$ cat src/rtl/core/spl_pkg.sv
// spl_pkg: shared constants and types of the stereo peak limiter
// no dependencies; compiled first

package spl_pkg;

    // default widths
    localparam int SAMPLE_BITS_DEF     = 24;
    localparam int COEFF_FRAC_BITS_DEF = 24;

    // register reset values, given in Q3.20 / Q0.24
    localparam int unsigned CEIL_RESET_Q20    = 943718;
    localparam int unsigned ATTACK_RESET_Q24  = 16603361;
    localparam int unsigned RELEASE_RESET_Q24 = 16775468;

    // depth of the queue between front and back
    localparam int Q_DEPTH = 2;

    // configuration register indexes
    localparam int CFG_IDX_BITS = 2;

    typedef enum logic [CFG_IDX_BITS-1:0] {
        REG_CEILING = 2'd0,
        REG_ATTACK  = 2'd1,
        REG_RELEASE = 2'd2
    } t_reg_idx;

    // per-item classification made by the front
    typedef struct packed {
        logic neg_l;
        logic neg_r;
        logic last;
        logic over;
    } t_work_flags;

    // queue status seen by front and back
    typedef struct packed {
        logic full;
        logic empty;
    } t_q_status;

endpackage

$ cat src/rtl/core/spl_in_if.sv
// spl_in_if: input channel of the limiter, one stereo sample pair per transfer
// depends on spl_pkg

interface spl_in_if
    import spl_pkg::*;
#(
    parameter int SAMPLE_BITS = SAMPLE_BITS_DEF
) ();

    logic                          valid;
    logic                          ready;
    logic signed [SAMPLE_BITS-1:0] left_in;
    logic signed [SAMPLE_BITS-1:0] right_in;
    logic                          block_last;

    modport source (output valid, output left_in, output right_in, output block_last,
                    input ready);
    modport sink (input valid, input left_in, input right_in, input block_last,
                  output ready);

endinterface

$ cat src/rtl/core/spl_out_if.sv
// spl_out_if: result channel of the limiter, limited pair plus gain per transfer
// depends on spl_pkg

interface spl_out_if
    import spl_pkg::*;
#(
    parameter int SAMPLE_BITS     = SAMPLE_BITS_DEF,
    parameter int COEFF_FRAC_BITS = COEFF_FRAC_BITS_DEF
) ();

    logic                          valid;
    logic                          ready;
    logic signed [SAMPLE_BITS-1:0] left_out;
    logic signed [SAMPLE_BITS-1:0] right_out;
    logic [COEFF_FRAC_BITS:0]      gain_now;
    logic                          block_last_out;

    modport source (output valid, output left_out, output right_out, output gain_now,
                    output block_last_out, input ready);
    modport sink (input valid, input left_out, input right_out, input gain_now,
                  input block_last_out, output ready);

endinterface

$ cat src/rtl/core/stereo_peak_limiter_top.sv
// stereo_peak_limiter_top: configuration registers and the front, queue and back
// depends on spl_pkg, spl_in_if, spl_out_if, spl_front, spl_queue, spl_back

// Stereo peak limiter. Each transfer on i_in carries one signed Q3.20 pair; each
// transfer on o_out returns the pair scaled by one smoothed Q1.24 gain, rounded half
// away from zero and clipped to +/- ceiling, together with that gain and the copied
// block marker. The target gain is 1.0, or ceiling / peak when the larger channel
// magnitude is above the ceiling; the gain moves toward it with the attack
// coefficient when falling and the release coefficient otherwise. The gain is never
// reset by the block marker. A pair above the ceiling is bound in the back end by the
// restoring divider that yields one quotient bit per cycle; a pair at or below the
// ceiling is bound by the four products that share one multiplier. Pairs are handled
// one at a time. A two-entry queue behind the input and a result register at the
// output let either side stall without stopping the other. The user must write the
// registers through i_cfg_we / i_cfg_idx / i_cfg_data only while no pair is in flight;
// the block does not enforce this. Index 0 is the ceiling, 1 the attack and 2 the
// release coefficient, coefficients above 1.0 are saturated to 1.0 and other indexes
// are ignored.

module stereo_peak_limiter_top
    import spl_pkg::*;
#(
    parameter int  SAMPLE_BITS     = SAMPLE_BITS_DEF,
    parameter int  COEFF_FRAC_BITS = COEFF_FRAC_BITS_DEF,
    localparam int CFG_W = (SAMPLE_BITS - 1 > COEFF_FRAC_BITS + 1) ? SAMPLE_BITS - 1
                                                                   : COEFF_FRAC_BITS + 1
) (
    input  logic                    i_clk,
    input  logic                    i_rst_n,
    input  logic                    i_cfg_we,
    input  logic [CFG_IDX_BITS-1:0] i_cfg_idx,
    input  logic [CFG_W-1:0]        i_cfg_data,
    spl_in_if.sink                  i_in,
    spl_out_if.source               o_out
);

    localparam int GW = COEFF_FRAC_BITS + 1;

    // coefficient reset values rescaled from Q0.24 to the configured fraction width
    localparam int LSH = (COEFF_FRAC_BITS >= 24) ? COEFF_FRAC_BITS - 24 : 0;
    localparam int RSH = (COEFF_FRAC_BITS < 24) ? 24 - COEFF_FRAC_BITS : 0;
    localparam longint unsigned ONE_L  = 64'd1 << COEFF_FRAC_BITS;
    localparam longint unsigned MASK_L = (64'd2 << COEFF_FRAC_BITS) - 64'd1;
    localparam longint unsigned ATK_S  = ((64'(ATTACK_RESET_Q24) << LSH) >> RSH) & MASK_L;
    localparam longint unsigned REL_S  = ((64'(RELEASE_RESET_Q24) << LSH) >> RSH) & MASK_L;
    localparam logic [GW-1:0] ATK_RST  = GW'((ATK_S > ONE_L) ? ONE_L : ATK_S);
    localparam logic [GW-1:0] REL_RST  = GW'((REL_S > ONE_L) ? ONE_L : REL_S);
    localparam logic [SAMPLE_BITS-2:0] CEIL_RST = (SAMPLE_BITS-1)'(CEIL_RESET_Q20);
    localparam logic [GW-1:0] GAIN_ONE = {1'b1, {COEFF_FRAC_BITS{1'b0}}};

    // configuration registers
    logic [SAMPLE_BITS-2:0] r_ceiling;
    logic [GW-1:0]          r_attack;
    logic [GW-1:0]          r_release;
    logic [GW-1:0]          w_coef_raw;
    logic [GW-1:0]          w_coef_sat;

    // front to queue
    logic                   w_push;
    logic [SAMPLE_BITS-1:0] w_f_mag_l;
    logic [SAMPLE_BITS-1:0] w_f_mag_r;
    logic [SAMPLE_BITS-1:0] w_f_peak;
    t_work_flags            w_f_flags;

    // queue to back
    logic                   w_pop;
    logic [SAMPLE_BITS-1:0] w_q_mag_l;
    logic [SAMPLE_BITS-1:0] w_q_mag_r;
    logic [SAMPLE_BITS-1:0] w_q_peak;
    t_work_flags            w_q_flags;
    t_q_status              w_qstat;

    // coefficient writes keep the gain width and saturate at unity
    assign w_coef_raw = i_cfg_data[GW-1:0];
    assign w_coef_sat = (w_coef_raw > GAIN_ONE) ? GAIN_ONE : w_coef_raw;

    always_ff @(posedge i_clk) begin
        if (!i_rst_n) begin
            r_ceiling <= CEIL_RST;
            r_attack  <= ATK_RST;
            r_release <= REL_RST;
        end else if (i_cfg_we) begin
            case (i_cfg_idx)
                REG_CEILING: r_ceiling <= i_cfg_data[SAMPLE_BITS-2:0];
                REG_ATTACK:  r_attack  <= w_coef_sat;
                REG_RELEASE: r_release <= w_coef_sat;
                default:     r_ceiling <= r_ceiling;   // unknown index, no effect
            endcase
        end
    end

    // front: sign/magnitude split, peak and over-ceiling flag, takes the input transfer
    spl_front #(
        .SAMPLE_BITS (SAMPLE_BITS)
    ) u_front (
        .i_in      (i_in),
        .i_ceiling (r_ceiling),
        .i_qstat   (w_qstat),
        .o_push    (w_push),
        .o_mag_l   (w_f_mag_l),
        .o_mag_r   (w_f_mag_r),
        .o_peak    (w_f_peak),
        .o_flags   (w_f_flags)
    );

    // queue: decouples input transfers from the back end's sequencing
    spl_queue #(
        .SAMPLE_BITS (SAMPLE_BITS)
    ) u_queue (
        .i_clk   (i_clk),
        .i_rst_n (i_rst_n),
        .i_push  (w_push),
        .i_pop   (w_pop),
        .i_mag_l (w_f_mag_l),
        .i_mag_r (w_f_mag_r),
        .i_peak  (w_f_peak),
        .i_flags (w_f_flags),
        .o_mag_l (w_q_mag_l),
        .o_mag_r (w_q_mag_r),
        .o_peak  (w_q_peak),
        .o_flags (w_q_flags),
        .o_stat  (w_qstat)
    );

    // back: divider for the target, gain update, scaling, clip and result register
    spl_back #(
        .SAMPLE_BITS     (SAMPLE_BITS),
        .COEFF_FRAC_BITS (COEFF_FRAC_BITS)
    ) u_back (
        .i_clk     (i_clk),
        .i_rst_n   (i_rst_n),
        .i_ceiling (r_ceiling),
        .i_attack  (r_attack),
        .i_release (r_release),
        .i_qstat   (w_qstat),
        .i_mag_l   (w_q_mag_l),
        .i_mag_r   (w_q_mag_r),
        .i_peak    (w_q_peak),
        .i_flags   (w_q_flags),
        .o_pop     (w_pop),
        .o_out     (o_out)
    );

endmodule

$ cat src/rtl/core/spl_front.sv
// spl_front: accepts sample pairs, splits sign and magnitude, finds the peak
// and flags pairs above the ceiling; depends on spl_pkg and spl_in_if

module spl_front
    import spl_pkg::*;
#(
    parameter int SAMPLE_BITS = SAMPLE_BITS_DEF
) (
    spl_in_if.sink                 i_in,
    input  logic [SAMPLE_BITS-2:0] i_ceiling,
    input  t_q_status              i_qstat,
    output logic                   o_push,
    output logic [SAMPLE_BITS-1:0] o_mag_l,
    output logic [SAMPLE_BITS-1:0] o_mag_r,
    output logic [SAMPLE_BITS-1:0] o_peak,
    output t_work_flags            o_flags
);

    logic [SAMPLE_BITS-1:0] w_raw_l;
    logic [SAMPLE_BITS-1:0] w_raw_r;

    assign w_raw_l = $unsigned(i_in.left_in);
    assign w_raw_r = $unsigned(i_in.right_in);

    // magnitude of the most negative code is 2^(n-1), still fits unsigned
    assign o_mag_l = w_raw_l[SAMPLE_BITS-1] ? (~w_raw_l + 1'b1) : w_raw_l;
    assign o_mag_r = w_raw_r[SAMPLE_BITS-1] ? (~w_raw_r + 1'b1) : w_raw_r;
    assign o_peak  = (o_mag_l > o_mag_r) ? o_mag_l : o_mag_r;

    assign o_flags.neg_l = w_raw_l[SAMPLE_BITS-1];
    assign o_flags.neg_r = w_raw_r[SAMPLE_BITS-1];
    assign o_flags.last  = i_in.block_last;
    assign o_flags.over  = (o_peak > {1'b0, i_ceiling});

    assign i_in.ready = !i_qstat.full;
    assign o_push     = i_in.valid && !i_qstat.full;

endmodule

$ cat src/rtl/core/spl_queue.sv
// spl_queue: short queue of classified pairs between front and back
// depends on spl_pkg

module spl_queue
    import spl_pkg::*;
#(
    parameter int SAMPLE_BITS = SAMPLE_BITS_DEF
) (
    input  logic                   i_clk,
    input  logic                   i_rst_n,
    input  logic                   i_push,
    input  logic                   i_pop,
    input  logic [SAMPLE_BITS-1:0] i_mag_l,
    input  logic [SAMPLE_BITS-1:0] i_mag_r,
    input  logic [SAMPLE_BITS-1:0] i_peak,
    input  t_work_flags            i_flags,
    output logic [SAMPLE_BITS-1:0] o_mag_l,
    output logic [SAMPLE_BITS-1:0] o_mag_r,
    output logic [SAMPLE_BITS-1:0] o_peak,
    output t_work_flags            o_flags,
    output t_q_status              o_stat
);

    localparam int AW = (Q_DEPTH > 1) ? $clog2(Q_DEPTH) : 1;
    localparam int FW = $bits(t_work_flags);
    localparam int EW = 3 * SAMPLE_BITS + FW;

    logic [EW-1:0] r_mem [Q_DEPTH];
    logic [AW-1:0] r_wr;
    logic [AW-1:0] r_rd;
    logic [AW:0]   r_count;
    logic [EW-1:0] w_rd_data;

    always_ff @(posedge i_clk) begin
        if (i_push) begin
            r_mem[r_wr] <= {i_mag_l, i_mag_r, i_peak, i_flags};
        end
    end

    always_ff @(posedge i_clk) begin
        if (!i_rst_n) begin
            r_wr    <= '0;
            r_rd    <= '0;
            r_count <= '0;
        end else begin
            if (i_push) begin
                r_wr <= (r_wr == AW'(Q_DEPTH - 1)) ? '0 : r_wr + 1'b1;
            end
            if (i_pop) begin
                r_rd <= (r_rd == AW'(Q_DEPTH - 1)) ? '0 : r_rd + 1'b1;
            end
            case ({i_push, i_pop})
                2'b10:   r_count <= r_count + 1'b1;
                2'b01:   r_count <= r_count - 1'b1;
                default: r_count <= r_count;
            endcase
        end
    end

    assign w_rd_data = r_mem[r_rd];
    assign o_mag_l   = w_rd_data[FW + 2*SAMPLE_BITS +: SAMPLE_BITS];
    assign o_mag_r   = w_rd_data[FW + SAMPLE_BITS +: SAMPLE_BITS];
    assign o_peak    = w_rd_data[FW +: SAMPLE_BITS];
    assign o_flags   = t_work_flags'(w_rd_data[FW-1:0]);

    assign o_stat.full  = (r_count == (AW+1)'(Q_DEPTH));
    assign o_stat.empty = (r_count == '0);

endmodule

$ cat src/rtl/core/spl_div.sv
// spl_div: restoring divider, ceiling * 2^q / peak, one quotient bit per cycle
// expects numerator below divisor; depends on spl_pkg for defaults

module spl_div
    import spl_pkg::*;
#(
    parameter int QUOT_BITS = COEFF_FRAC_BITS_DEF,
    parameter int DEN_BITS  = SAMPLE_BITS_DEF
) (
    input  logic                 i_clk,
    input  logic                 i_rst_n,
    input  logic                 i_start,
    input  logic [DEN_BITS-2:0]  i_num,
    input  logic [DEN_BITS-1:0]  i_den,
    output logic                 o_done,
    output logic [QUOT_BITS-1:0] o_quot
);

    localparam int CW = $clog2(QUOT_BITS + 1);

    logic [DEN_BITS-2:0]  r_rem;
    logic [DEN_BITS-1:0]  r_den;
    logic [QUOT_BITS-1:0] r_quot;
    logic [CW-1:0]        r_cnt;
    logic                 r_busy;
    logic                 r_done;
    logic [DEN_BITS-1:0]  w_shift;
    logic [DEN_BITS-1:0]  w_diff;
    logic                 w_ge;

    // remainder stays below the divisor, so the doubled value fits the divisor width
    assign w_shift = {r_rem, 1'b0};
    assign w_ge    = (w_shift >= r_den);
    assign w_diff  = w_shift - r_den;

    always_ff @(posedge i_clk) begin
        if (!i_rst_n) begin
            r_busy <= 1'b0;
            r_done <= 1'b0;
            r_cnt  <= '0;
        end else begin
            r_done <= r_busy && (r_cnt == CW'(1));
            if (i_start) begin
                r_rem  <= i_num;
                r_den  <= i_den;
                r_quot <= '0;
                r_cnt  <= CW'(QUOT_BITS);
                r_busy <= 1'b1;
            end else if (r_busy) begin
                r_rem  <= w_ge ? w_diff[DEN_BITS-2:0] : w_shift[DEN_BITS-2:0];
                r_quot <= {r_quot[QUOT_BITS-2:0], w_ge};
                r_cnt  <= r_cnt - 1'b1;
                if (r_cnt == CW'(1)) begin
                    r_busy <= 1'b0;
                end
            end
        end
    end

    assign o_done = r_done;
    assign o_quot = r_quot;

endmodule

$ cat src/rtl/core/spl_back.sv
// spl_back: gain smoothing and sample scaling, one shared multiplier, result register
// depends on spl_pkg, spl_div and spl_out_if

module spl_back
    import spl_pkg::*;
#(
    parameter int SAMPLE_BITS     = SAMPLE_BITS_DEF,
    parameter int COEFF_FRAC_BITS = COEFF_FRAC_BITS_DEF
) (
    input  logic                     i_clk,
    input  logic                     i_rst_n,
    input  logic [SAMPLE_BITS-2:0]   i_ceiling,
    input  logic [COEFF_FRAC_BITS:0] i_attack,
    input  logic [COEFF_FRAC_BITS:0] i_release,
    input  t_q_status                i_qstat,
    input  logic [SAMPLE_BITS-1:0]   i_mag_l,
    input  logic [SAMPLE_BITS-1:0]   i_mag_r,
    input  logic [SAMPLE_BITS-1:0]   i_peak,
    input  t_work_flags              i_flags,
    output logic                     o_pop,
    spl_out_if.source                o_out
);

    localparam int F  = COEFF_FRAC_BITS;
    localparam int GW = COEFF_FRAC_BITS + 1;
    localparam int MW = (SAMPLE_BITS > GW) ? SAMPLE_BITS : GW;
    localparam int PW = MW + GW;
    localparam logic [GW-1:0] GAIN_ONE = {1'b1, {F{1'b0}}};
    localparam logic [PW:0]   RND_HALF = {{(PW + 1 - F){1'b0}}, 1'b1, {(F - 1){1'b0}}};

    typedef enum logic [3:0] {
        S_IDLE, S_DIV, S_MA, S_MB, S_SUM, S_ML, S_MR, S_RR, S_OUT
    } t_state;

    t_state                 r_state;
    logic [SAMPLE_BITS-1:0] r_mag_l;
    logic [SAMPLE_BITS-1:0] r_mag_r;
    t_work_flags            r_flags;
    logic [GW-1:0]          r_target;
    logic [GW-1:0]          r_coef;
    logic [GW-1:0]          r_gain;
    logic [PW-1:0]          r_acc;
    logic [PW-1:0]          r_prod;
    logic [SAMPLE_BITS-1:0] r_res_l;
    logic [SAMPLE_BITS-1:0] r_res_r;
    logic [SAMPLE_BITS-1:0] r_out_l;
    logic [SAMPLE_BITS-1:0] r_out_r;
    logic [GW-1:0]          r_out_g;
    logic                   r_out_last;
    logic                   r_out_valid;

    logic [GW-1:0]          w_coef;
    logic [MW-1:0]          w_op_a;
    logic [GW-1:0]          w_op_b;
    logic [PW-1:0]          w_prod;
    logic [PW:0]            w_sum;
    logic [PW-F:0]          w_gain_wide;
    logic [GW-1:0]          w_gain_new;
    logic                   w_div_start;
    logic                   w_div_done;
    logic [F-1:0]           w_quot;

    // round half away from zero on the magnitude, clip, restore the sign
    function automatic logic [SAMPLE_BITS-1:0] limit_one(
        input logic [PW-1:0]          prod,
        input logic                   neg,
        input logic [SAMPLE_BITS-2:0] ceil_v
    );
        logic [PW:0]            rnd;
        logic [SAMPLE_BITS-1:0] y;
        logic [SAMPLE_BITS-1:0] cl;
        rnd = {1'b0, prod} + RND_HALF;
        y   = rnd[F +: SAMPLE_BITS];
        cl  = {1'b0, ceil_v};
        if (y > cl) begin
            y = cl;
        end
        return neg ? (~y + 1'b1) : y;
    endfunction

    assign o_pop       = (r_state == S_IDLE) && !i_qstat.empty;
    assign w_div_start = o_pop && i_flags.over;

    spl_div #(
        .QUOT_BITS (COEFF_FRAC_BITS),
        .DEN_BITS  (SAMPLE_BITS)
    ) u_div (
        .i_clk   (i_clk),
        .i_rst_n (i_rst_n),
        .i_start (w_div_start),
        .i_num   (i_ceiling),
        .i_den   (i_peak),
        .o_done  (w_div_done),
        .o_quot  (w_quot)
    );

    // attack when the gain has to fall, release otherwise
    assign w_coef = (r_target < r_gain) ? i_attack : i_release;

    always_comb begin
        case (r_state)
            S_MA: begin
                w_op_a = MW'(w_coef);
                w_op_b = r_gain;
            end
            S_MB: begin
                w_op_a = MW'(GAIN_ONE - r_coef);
                w_op_b = r_target;
            end
            S_ML: begin
                w_op_a = MW'(r_mag_l);
                w_op_b = r_gain;
            end
            S_MR: begin
                w_op_a = MW'(r_mag_r);
                w_op_b = r_gain;
            end
            default: begin
                w_op_a = '0;
                w_op_b = '0;
            end
        endcase
    end

    assign w_prod      = {{GW{1'b0}}, w_op_a} * {{MW{1'b0}}, w_op_b};
    assign w_sum       = {1'b0, r_acc} + {1'b0, r_prod} + RND_HALF;
    assign w_gain_wide = w_sum[PW:F];
    assign w_gain_new  = (w_gain_wide > (PW-F+1)'(GAIN_ONE)) ? GAIN_ONE
                                                             : w_gain_wide[GW-1:0];

    always_ff @(posedge i_clk) begin
        if (!i_rst_n) begin
            r_state     <= S_IDLE;
            r_gain      <= GAIN_ONE;
            r_out_valid <= 1'b0;
        end else begin
            if (o_out.ready && (r_state != S_OUT)) begin
                r_out_valid <= 1'b0;
            end
            case (r_state)
                S_IDLE: begin
                    if (!i_qstat.empty) begin
                        r_mag_l  <= i_mag_l;
                        r_mag_r  <= i_mag_r;
                        r_flags  <= i_flags;
                        r_target <= GAIN_ONE;
                        r_state  <= i_flags.over ? S_DIV : S_MA;
                    end
                end
                S_DIV: begin
                    if (w_div_done) begin
                        r_target <= {1'b0, w_quot};
                        r_state  <= S_MA;
                    end
                end
                S_MA: begin
                    r_coef  <= w_coef;
                    r_acc   <= w_prod;
                    r_state <= S_MB;
                end
                S_MB: begin
                    r_prod  <= w_prod;
                    r_state <= S_SUM;
                end
                S_SUM: begin
                    r_gain  <= w_gain_new;
                    r_state <= S_ML;
                end
                S_ML: begin
                    r_prod  <= w_prod;
                    r_state <= S_MR;
                end
                S_MR: begin
                    r_res_l <= limit_one(r_prod, r_flags.neg_l, i_ceiling);
                    r_prod  <= w_prod;
                    r_state <= S_RR;
                end
                S_RR: begin
                    r_res_r <= limit_one(r_prod, r_flags.neg_r, i_ceiling);
                    r_state <= S_OUT;
                end
                S_OUT: begin
                    if (!r_out_valid || o_out.ready) begin
                        r_out_l     <= r_res_l;
                        r_out_r     <= r_res_r;
                        r_out_g     <= r_gain;
                        r_out_last  <= r_flags.last;
                        r_out_valid <= 1'b1;
                        r_state     <= S_IDLE;
                    end
                end
                default: begin
                    r_state <= S_IDLE;
                end
            endcase
        end
    end

    assign o_out.valid          = r_out_valid;
    assign o_out.left_out       = $signed(r_out_l);
    assign o_out.right_out      = $signed(r_out_r);
    assign o_out.gain_now       = r_out_g;
    assign o_out.block_last_out = r_out_last;

`ifndef SYNTHESIS
    a_gain_range: assert property (@(posedge i_clk) disable iff (!i_rst_n)
        r_gain <= GAIN_ONE)
        else $error("smoothed gain above unity");

    a_out_clip: assert property (@(posedge i_clk) disable iff (!i_rst_n)
        r_out_valid |-> ($signed(r_out_l) <= $signed({1'b0, i_ceiling}) &&
                         $signed(r_out_l) >= -$signed({1'b0, i_ceiling}) &&
                         $signed(r_out_r) <= $signed({1'b0, i_ceiling}) &&
                         $signed(r_out_r) >= -$signed({1'b0, i_ceiling})))
        else $error("result outside the ceiling");

    a_div_owner: assert property (@(posedge i_clk) disable iff (!i_rst_n)
        w_div_done |-> r_state == S_DIV)
        else $error("divider finished while the sequencer was not waiting");

    a_out_load: assert property (@(posedge i_clk) disable iff (!i_rst_n)
        $rose(r_out_valid) |-> $past(r_state == S_OUT))
        else $error("result register loaded outside the output step");
`endif

endmodule

$ cat src/flat_wrapper.sv
// flat-port wrapper written by rule: the top's interface ports become plain ports
module stereo_peak_limiter_top_flat import spl_pkg::*;
#(
    parameter int  SAMPLE_BITS     = SAMPLE_BITS_DEF,
    parameter int  COEFF_FRAC_BITS = COEFF_FRAC_BITS_DEF,
    localparam int CFG_W = (SAMPLE_BITS - 1 > COEFF_FRAC_BITS + 1) ? SAMPLE_BITS - 1
                                                                   : COEFF_FRAC_BITS + 1
)
  (i_clk, i_rst_n, i_cfg_we, i_cfg_idx, i_cfg_data, i_in_valid, i_in_left_in, i_in_right_in, i_in_block_last, i_in_ready, o_out_valid, o_out_left_out, o_out_right_out, o_out_gain_now, o_out_block_last_out, o_out_ready);
  spl_in_if #(.SAMPLE_BITS(SAMPLE_BITS)) i_in_i ();
  spl_out_if #(.SAMPLE_BITS(SAMPLE_BITS), .COEFF_FRAC_BITS(COEFF_FRAC_BITS)) o_out_i ();
  input  logic i_clk;
  input  logic i_rst_n;
  input  logic i_cfg_we;
  input  logic [CFG_IDX_BITS-1:0] i_cfg_idx;
  input  logic [CFG_W-1:0] i_cfg_data;
  input wire logic [$bits(i_in_i.valid)-1:0] i_in_valid;
  input wire logic [$bits(i_in_i.left_in)-1:0] i_in_left_in;
  input wire logic [$bits(i_in_i.right_in)-1:0] i_in_right_in;
  input wire logic [$bits(i_in_i.block_last)-1:0] i_in_block_last;
  output wire logic [$bits(i_in_i.ready)-1:0] i_in_ready;
  output wire logic [$bits(o_out_i.valid)-1:0] o_out_valid;
  output wire logic [$bits(o_out_i.left_out)-1:0] o_out_left_out;
  output wire logic [$bits(o_out_i.right_out)-1:0] o_out_right_out;
  output wire logic [$bits(o_out_i.gain_now)-1:0] o_out_gain_now;
  output wire logic [$bits(o_out_i.block_last_out)-1:0] o_out_block_last_out;
  input wire logic [$bits(o_out_i.ready)-1:0] o_out_ready;
  assign i_in_i.valid = i_in_valid;
  assign i_in_i.left_in = i_in_left_in;
  assign i_in_i.right_in = i_in_right_in;
  assign i_in_i.block_last = i_in_block_last;
  assign i_in_ready = i_in_i.ready;
  assign o_out_valid = o_out_i.valid;
  assign o_out_left_out = o_out_i.left_out;
  assign o_out_right_out = o_out_i.right_out;
  assign o_out_gain_now = o_out_i.gain_now;
  assign o_out_block_last_out = o_out_i.block_last_out;
  assign o_out_i.ready = o_out_ready;
  stereo_peak_limiter_top #(.SAMPLE_BITS(SAMPLE_BITS), .COEFF_FRAC_BITS(COEFF_FRAC_BITS)) u_core (.i_clk(i_clk), .i_rst_n(i_rst_n), .i_cfg_we(i_cfg_we), .i_cfg_idx(i_cfg_idx), .i_cfg_data(i_cfg_data), .i_in(i_in_i), .o_out(o_out_i));
endmodule
$ cat config.mk
export PLATFORM = sky130hd
export DESIGN_NAME = stereo_peak_limiter_top_flat
export DESIGN_NICKNAME = d
export VERILOG_FILES = /design/src/rtl/core/spl_pkg.sv /design/src/rtl/core/spl_in_if.sv /design/src/rtl/core/spl_out_if.sv /design/src/rtl/core/stereo_peak_limiter_top.sv /design/src/rtl/core/spl_front.sv /design/src/rtl/core/spl_queue.sv /design/src/rtl/core/spl_div.sv /design/src/rtl/core/spl_back.sv /design/src/flat_wrapper.sv
export SDC_FILE = /design/constraint.sdc
export NUM_CORES = 2
export LEC_CHECK = 0
export BUFFER_PORTS_ARGS = -buffer_cell sky130_fd_sc_hd__buf_2
export CAP_MARGIN = 25
export CELL_PAD_IN_SITES_DETAIL_PLACEMENT = 0
export CELL_PAD_IN_SITES_GLOBAL_PLACEMENT = 1
export CORE_MARGIN = 1
export CORE_UTILIZATION = 40
export CTS_CLUSTER_DIAMETER = 30
export DETAILED_ROUTE_END_ITERATION = 12
export PLACE_DENSITY = 0.7
export SETUP_SLACK_MARGIN = 0.1
export SLEW_MARGIN = 20
export SYNTH_ARGS = -nofsm -noshare
export SYNTH_HDL_FRONTEND = slang
export SYNTH_HIERARCHICAL = 1
export SYNTH_SLANG_ARGS = --single-unit
$ cat constraint.sdc
create_clock -name i_clk -period 22.1 [get_ports i_clk]
set_clock_uncertainty 0.2 [all_clocks]
set_input_delay 4.42 -clock i_clk [delete_from_list [all_inputs] [get_ports i_clk]]
set_output_delay 4.42 -clock i_clk [all_outputs]
set_load 0.05 [all_outputs]
# --- Word-level counts from Yosys, hierarchy flattened ---
# Memory sizes are Yosys's and may differ from the RTL's. A register that Yosys moved wholly into a read port is not among the register bits.
# Index checks and enable logic that the tools add are counted.
totals:
  output_inout_bits: 76
  mem_bits_rw: 152
  n_memories: 1
  elab_cells: 151
  register_bits: 508
classes:
  n_lt_le_gt_ge: 7
  n_mul: 1
  reduce_logical: 31
  n_mux: 42
  add_sub_neg: 14
  n_eq_ne: 18
  bitwise: 6
memory_table:
  columns: ["memory", "depth", "word_bits", "rd", "rd_clocked_by_memory_dff", "write_ports", "line_no", "source"]
  rows:
  - ["u_core.u_queue.r_mem", 2, 76, 1, 1, 1, "spl_queue.sv:28", "logic [EW-1:0] r_mem [Q_DEPTH];"]
ops:
  columns: ["op", "count"]
  rows:
  - ["2-to-1 mux 24 bit", 11]
  - ["2-to-1 mux 25 bit", 5]
  - ["one-hot mux 25 bit (2 select lines)", 2]
  - ["one-hot mux 25 bit (4 select lines)", 1]
  - ["adder 24 x 1 -> 24 bit (second input constant)", 4]
  - ["NOT 24 bit", 4]
  - ["2-to-1 mux 23 bit", 3]
  - ["adder 50 x 50 -> 51 bit", 1]
  - ["adder 51 x 24 -> 51 bit (second input constant)", 1]
  - ["multiplier 25 x 25 -> 50 bit", 1]
  - ["adder 48 x 24 -> 48 bit (second input constant)", 1]
  - ["greater-than comparator 24 x 23 -> 1 bit", 2]
  - ["one-hot mux 4 bit (9 select lines)", 1]
  - ["greater-than comparator 27 x 25 -> 1 bit (second input constant)", 1]
  - ["greater-than comparator 25 bit (second input constant)", 1]
  - ["< comparator 25 bit", 1]
  - ["subtractor 25 bit (first input constant)", 1]
  - [">= comparator 24 bit", 1]
  - ["greater-than comparator 24 bit", 1]
  - ["subtractor 23 bit", 1]
  - ["AND reduction 2 bit", 9]
  - ["equality test 4 x 3 -> 1 bit (second input constant)", 4]
  - ["2-to-1 mux 1 bit", 12]
  - ["2-to-1 mux 4 bit", 3]
  - ["other kinds (27)", 47]

# --- Logic depth before layout (Yosys ltp) ---
logic_depth:
  ltp_word: 8
  depth_mapped: 40

# --- By module ---
# Netlist, hierarchy kept.
by_module_without_submodules:
  columns: ["module", "cells_each", "seq_area_each_um2", "n_inst", "area_each_um2"]
  rows:
  - ["spl_back", 4085, 10299.9, 1, 39464.1]
  - ["spl_queue", 258, 4664.5, 1, 5689.2]
  - ["spl_div", 416, 2272.2, 1, 4509.3]
  - ["spl_front", 372, 0.0, 1, 2881.5]
  - ["stereo_peak_limiter_top", 341, 1461.4, 1, 2796.4]

# --- Least setup slack after synthesis ---
# OpenSTA, ideal clock, no wires.
synth_path:
  path_kind: "input-to-reg"
  start: "input i_rst_n"
  end: "register u_core.u_back.r_acc[0] (enable)"
  path_buffers: 0
  required_time_ps: 21207
  slack_ps: 9454
  cell_stages: 2
  arrival_ps: 11753
  setup_time_ps: 693
  path_cell_list: "clkinv_1 > nor4_1"
synth_via:
  elab_chain_len: 1
synth_lines:
  columns: ["element", "line_no", "source"]
  rows:
  - ["start, declared", "flat_wrapper.sv:13", "input logic i_rst_n;"]
  - ["AND reduction 2 bit (no line)", null, null]
  - ["end signal, assigned", "spl_back.sv:158", "r_acc <= w_prod;"]
  - ["end, declared", "spl_back.sv:42", "logic [PW-1:0] r_acc;"]
# No other way between the ends.
# A chain may end at the register's enable or synchronous reset.

# --- Worst setup path after layout ---
layout_path:
  start: "register u_core.u_back.r_gain[10]"
  end: "register u_core.u_back.r_prod[48], data pin"
layout_via:
  elab_chain_len: 4
  elab_cells_between_ends: 5
  classes_between: "mul: 1; order compare: 1; mux: 3"
layout_lines:
  columns: ["element", "line_no", "source"]
  rows:
  - ["start, declared", "spl_back.sv:41", "logic [GW-1:0] r_gain;"]
  - ["start signal, assigned", "spl_back.sv:166", "r_gain <= w_gain_new;"]
  - ["< comparator 25 bit", "spl_back.sv:98", "assign w_coef = (r_target < r_gain) ? i_attack : i_release;"]
  - ["2-to-1 mux 25 bit", "spl_back.sv:98", null]
  - ["one-hot mux 25 bit (4 select lines)", "spl_back.sv:101", "case (r_state)"]
  - ["multiplier 25 x 25 -> 50 bit *", "spl_back.sv:125", "assign w_prod = {{GW{1'b0}}, w_op_a} * {{MW{1'b0}}, w_op_b};"]
  - ["named net u_core.u_back.w_prod[48]", "spl_back.sv:55", "logic [PW-1:0] w_prod;"]
  - ["end signal, assigned", "spl_back.sv:162", "r_prod <= w_prod;"]
  - ["end signal, assigned", "spl_back.sv:170", "r_prod <= w_prod;"]
  - ["end signal, assigned", "spl_back.sv:175", "r_prod <= w_prod;"]
  - ["end, declared", "spl_back.sv:43", "logic [PW-1:0] r_prod;"]
# Mark *: on every way through the listed nets, which the timed path passes. The rest lies on a longest branch.

==> qor.csv <==
stage,metric,value,unit
clock_network,clock slew at reported path FFs,0.05,ns
sta,Sum Neg Setup Slack,0,ns
sta,crit share post-route,52.22,%
route,drt first-iter violations,3505,
route,final WL,173500,µm
setup_path,Reg2Reg Depth,38,
clock_network,clk buf depth,3,
cells_and_area,multi-input logic area,0.03258,mm²
cells_and_area,P&R area growth vs syn,12.81,%
logic_synthesis,sequential area share after synthesis,33.79,%
route,Vias/cell,5.469,
pwr,PwrDens,83.86,mW/mm²
clock_network,root buffer cell,clkbuf_16,
place,gp weighted congestion,0.9454,
setup_path,"Req. time, crit path",22.35,ns
sta,RSZ-0062 raised after global routing,no,
logic_synthesis,synthesized net count,6484,
pwr,Leak Pwr,27.08,nW
setup_path,cell family with most CP delay,compound AO/OA/AOI/OAI gates,
cells_and_area,flip-flop and latch area,0.01870,mm²
route,routed wire length per instance,23.09,µm
logic_synthesis,number of flops mapped to enable cells by yosys,546,
place,port bufs,156,
worst_hold_path,Min-Delay Endpoint,u_core/u_back/o_out.right_out[20],
setup_path,WS Path Type,flip-flop to flip-flop,
worst_hold_path,worst hold path class,flip-flop to flip-flop,
clock_network,hold_buf cts,0,
global_routing,gr usage total,24.69,%
place,"Cell Area, Placed",0.05824,mm²
die,die span in y,374.0,µm
sta,Min Hold Slack,0.2143,ns
sta,Final Max Slew Viols,0,
die,num rows,136,
die,io pins,157,
sta,Setup Viol. Count Final,0,
setup_path,CP most frequent cell,inv_1,
worst_hold_path,Hold Path Depth,0,
status,status,"finished, final reports clean",
setup_path,RR Startpoint,u_core/u_back/r_gain[10],
global_routing,grt total ovfl,0,
setup_path,critical path's largest stage delay,0.92,ns
die,Core Area,0.1373,mm²
route,drt first pass iters,8,
sta,fmax,86.65,MHz
clock_network,post-CTS resize count,0,
place,post-DP HPWL,130300,µm
route,Routed Antenna Nets,0,
clock_network,H-Tree Depth,3,
logic_synthesis,Synth Register Bits,661,
setup_path,critical path's slowest cell,o21a_1,
logic_synthesis,fraction of registers with async set or reset after synthesis,0,%
global_routing,vias in the first global route,41060,
logic_synthesis,Ys Warns,6,
setup_path,WP buf/inv,9,
die,Die Width,374.0,µm
logic_synthesis,post-synth cell types,106,
route,via count,41100,
cells_and_area,Filler cells,12930,
clock_network,# Post-CTS Setup Buffers,0,
global_routing,largest net degree at the start of global routing,73,
cells_and_area,layout cell share with drive strength beyond 1,11.66,%
route,Residual DRC,0,
global_routing,first-pass GRT wire length,259400,µm
cells_and_area,"commonest cells after routing, fill and taps aside","833 x inv_1, 760 x nand2_1, 546 x edfxtp_1",
cells_and_area,Post-Layout Inst Area,0.06243,mm²
logic_synthesis,main flop type after synthesis,edfxtp_1,
cells_and_area,Post-Layout Cell Count,7515,
cells_and_area,final core occ,45.46,%
sta,measured slew at the worst slew-check pin,1.056,ns
global_routing,initial antenna violation count,2,
setup_path,worst reg2reg path endpoint,u_core/u_back/r_prod[48],
die,Initial Util,40.30,%
logic_synthesis,synthesized instance count,5472,
sta,endpoints failing hold,0,
die,Die Area,0.1398,mm²
logic_synthesis,synthesized cell area,0.05534,mm²
place,placed insts,7286,
run,Max-Cap Viols,0,
setup_path,Reg2Reg Setup Slack,10.56,ns
setup_path,CP Capture Type,flip-flop,
clock_network,Clock Sinks,661,
worst_hold_path,Hold Crit Start,u_core/u_back/r_res_r[20],
setup_path,critical path startpoint,u_core/u_back/r_gain[10],
clock_network,TritonCTS Buffers,119,
sta,post-route minimum period,11.54,ns
clock_network,CTS tree,yes,
cells_and_area,nets,6626,
cells_and_area,"most common cell after layout, fill and taps aside",inv_1,
setup_path,"Max FO, Critical Path",22,
setup_path,type of origin of the critical path,flip-flop,
pwr,worst-case vdd ir drop,0.07678,mV
setup_path,"Arr. time, crit path",11.79,ns
sta,max-slew headroom at the worst pin,29.63,%
clock_network,Skew-Pair Late Insertion Delay,0.77,ns
logic_synthesis,synthesized area per cell,10.11,µm²
==> synth_stat cells, types with 72 or more instances <==
library cell	number	share of area [%]
mux2_2	96	2.0
nor2_1	289	2.0
edfxtp_1	546	30
o21ai_0	153	1.4
nand2_1	760	5.2
nor2b_1	72	0.81
fa_1	527	19
clkbuf_1	189	1.3
inv_1	833	5.7
nand3_1	95	0.86
and2_1	120	1.4
xnor2_1	132	2.1
dfxtp_1	115	4.2
a21oi_1	184	1.7
xor2_1	90	1.4
ha_1	404	9.1
==> routing by layer <==
metal,part of all wire (%),up-vias,wire [µm],global-route usage (%)
li1,-,18680,-,-
met5,0,-,0,0
met1,42,20660,72690,32.28
met2,47,1451,81850,40.40
met3,6.6,312,11380,4.188
met4,4.4,0,7601,10.30
==> state kept, by name (all words and copies together), names as in the netlist, 3 cells and up, named ones only <==
register and flops:
u_core/u_back/u_div/r_cnt 5, u_core/u_back/r_coef 25, u_core/u_back/r_gain 25, u_core/u_back/r_prod 50
u_core/u_back/r_res_l 24, u_core/r_release 25, u_core/u_back/u_div/o_quot 24, u_core/u_back/o_out.left_out 24
u_core/u_queue/r_mem 152, u_core/u_back/r_mag_r 24, u_core/u_back/r_acc 50, u_core/u_back/r_state 4
u_core/r_ceiling 23, u_core/r_attack 25, u_core/u_back/r_res_r 24, u_core/u_back/o_out.gain_now 25
u_core/u_back/r_flags 3, u_core/u_back/r_mag_l 24, u_core/u_back/r_target 25, u_core/u_back/u_div/r_den 24
u_core/u_back/u_div/r_rem 23, u_core/u_back/o_out.right_out 24
==> worst max path at each step <==
stage | cells after the start | endpoint | slack, ns
2_1_floorplan | 2 | u_core/u_back/r_acc[0] | 9.45
3_3_place_gp | 36 | u_core/u_back/r_acc[48] | 10.59
3_5_place_dp | 36 | u_core/u_back/r_acc[48] | 10.58
4_1_cts | 36 | u_core/u_back/r_prod[48] | 10.59
5_1_grt | 35 | u_core/u_back/r_prod[47] | 10.13
6_report | 38 | u_core/u_back/r_prod[48] | 10.56
==> layout make-up <==
cell class | instances | area share [%]
Clock buffer | 133 | 4.936
Sequential cell | 661 | 29.96
Clock inverter | 94 | 1.756
Inverter | 834 | 5.014
Tap cell | 1794 | 3.595
Timing Repair Buffer | 264 | 2.561
Multi-Input combinational cell | 3734 | 52.18
Antenna cell | 1 | 0.004008
==> power by group <==
| part | leakage (nW) | total [mW] | internal, mW | switching (mW) |
|---|---|---|---|---|
| clock network | 2.00 | 1.86 | 1.15 | 0.705 |
| registers | 5.98 | 1.72 | 1.62 | 0.102 |
| logic | 19.1 | 1.66 | 0.532 | 1.13 |
==> per-stage QoR <==
stage | worst slack [ns] | total power, mW
final | 10.56 | 5.236
after global routing | 10.13 | 5.473
after CTS | 10.59 | 5.255
after detailed placement | 10.58 | 3.378
after global placement | 10.59 | 3.361
after floorplan | 9.454 | 2.824
==> kinds of logic (layout without fill, tap and decap cells) <==
group,Yosys count,count (layout),synth area share (%)
flops,661,661,33.79
mux,154,154,3.138
simple gates,1590,1590,13.23
fa+ha+maj,932,932,28.22
buf+inv,1077,1325,7.599
xor+xnor,222,222,3.513
other cells,0,1,0
compound gates,836,836,10.52
Note: power is estimated with default switching activity, not from simulation.
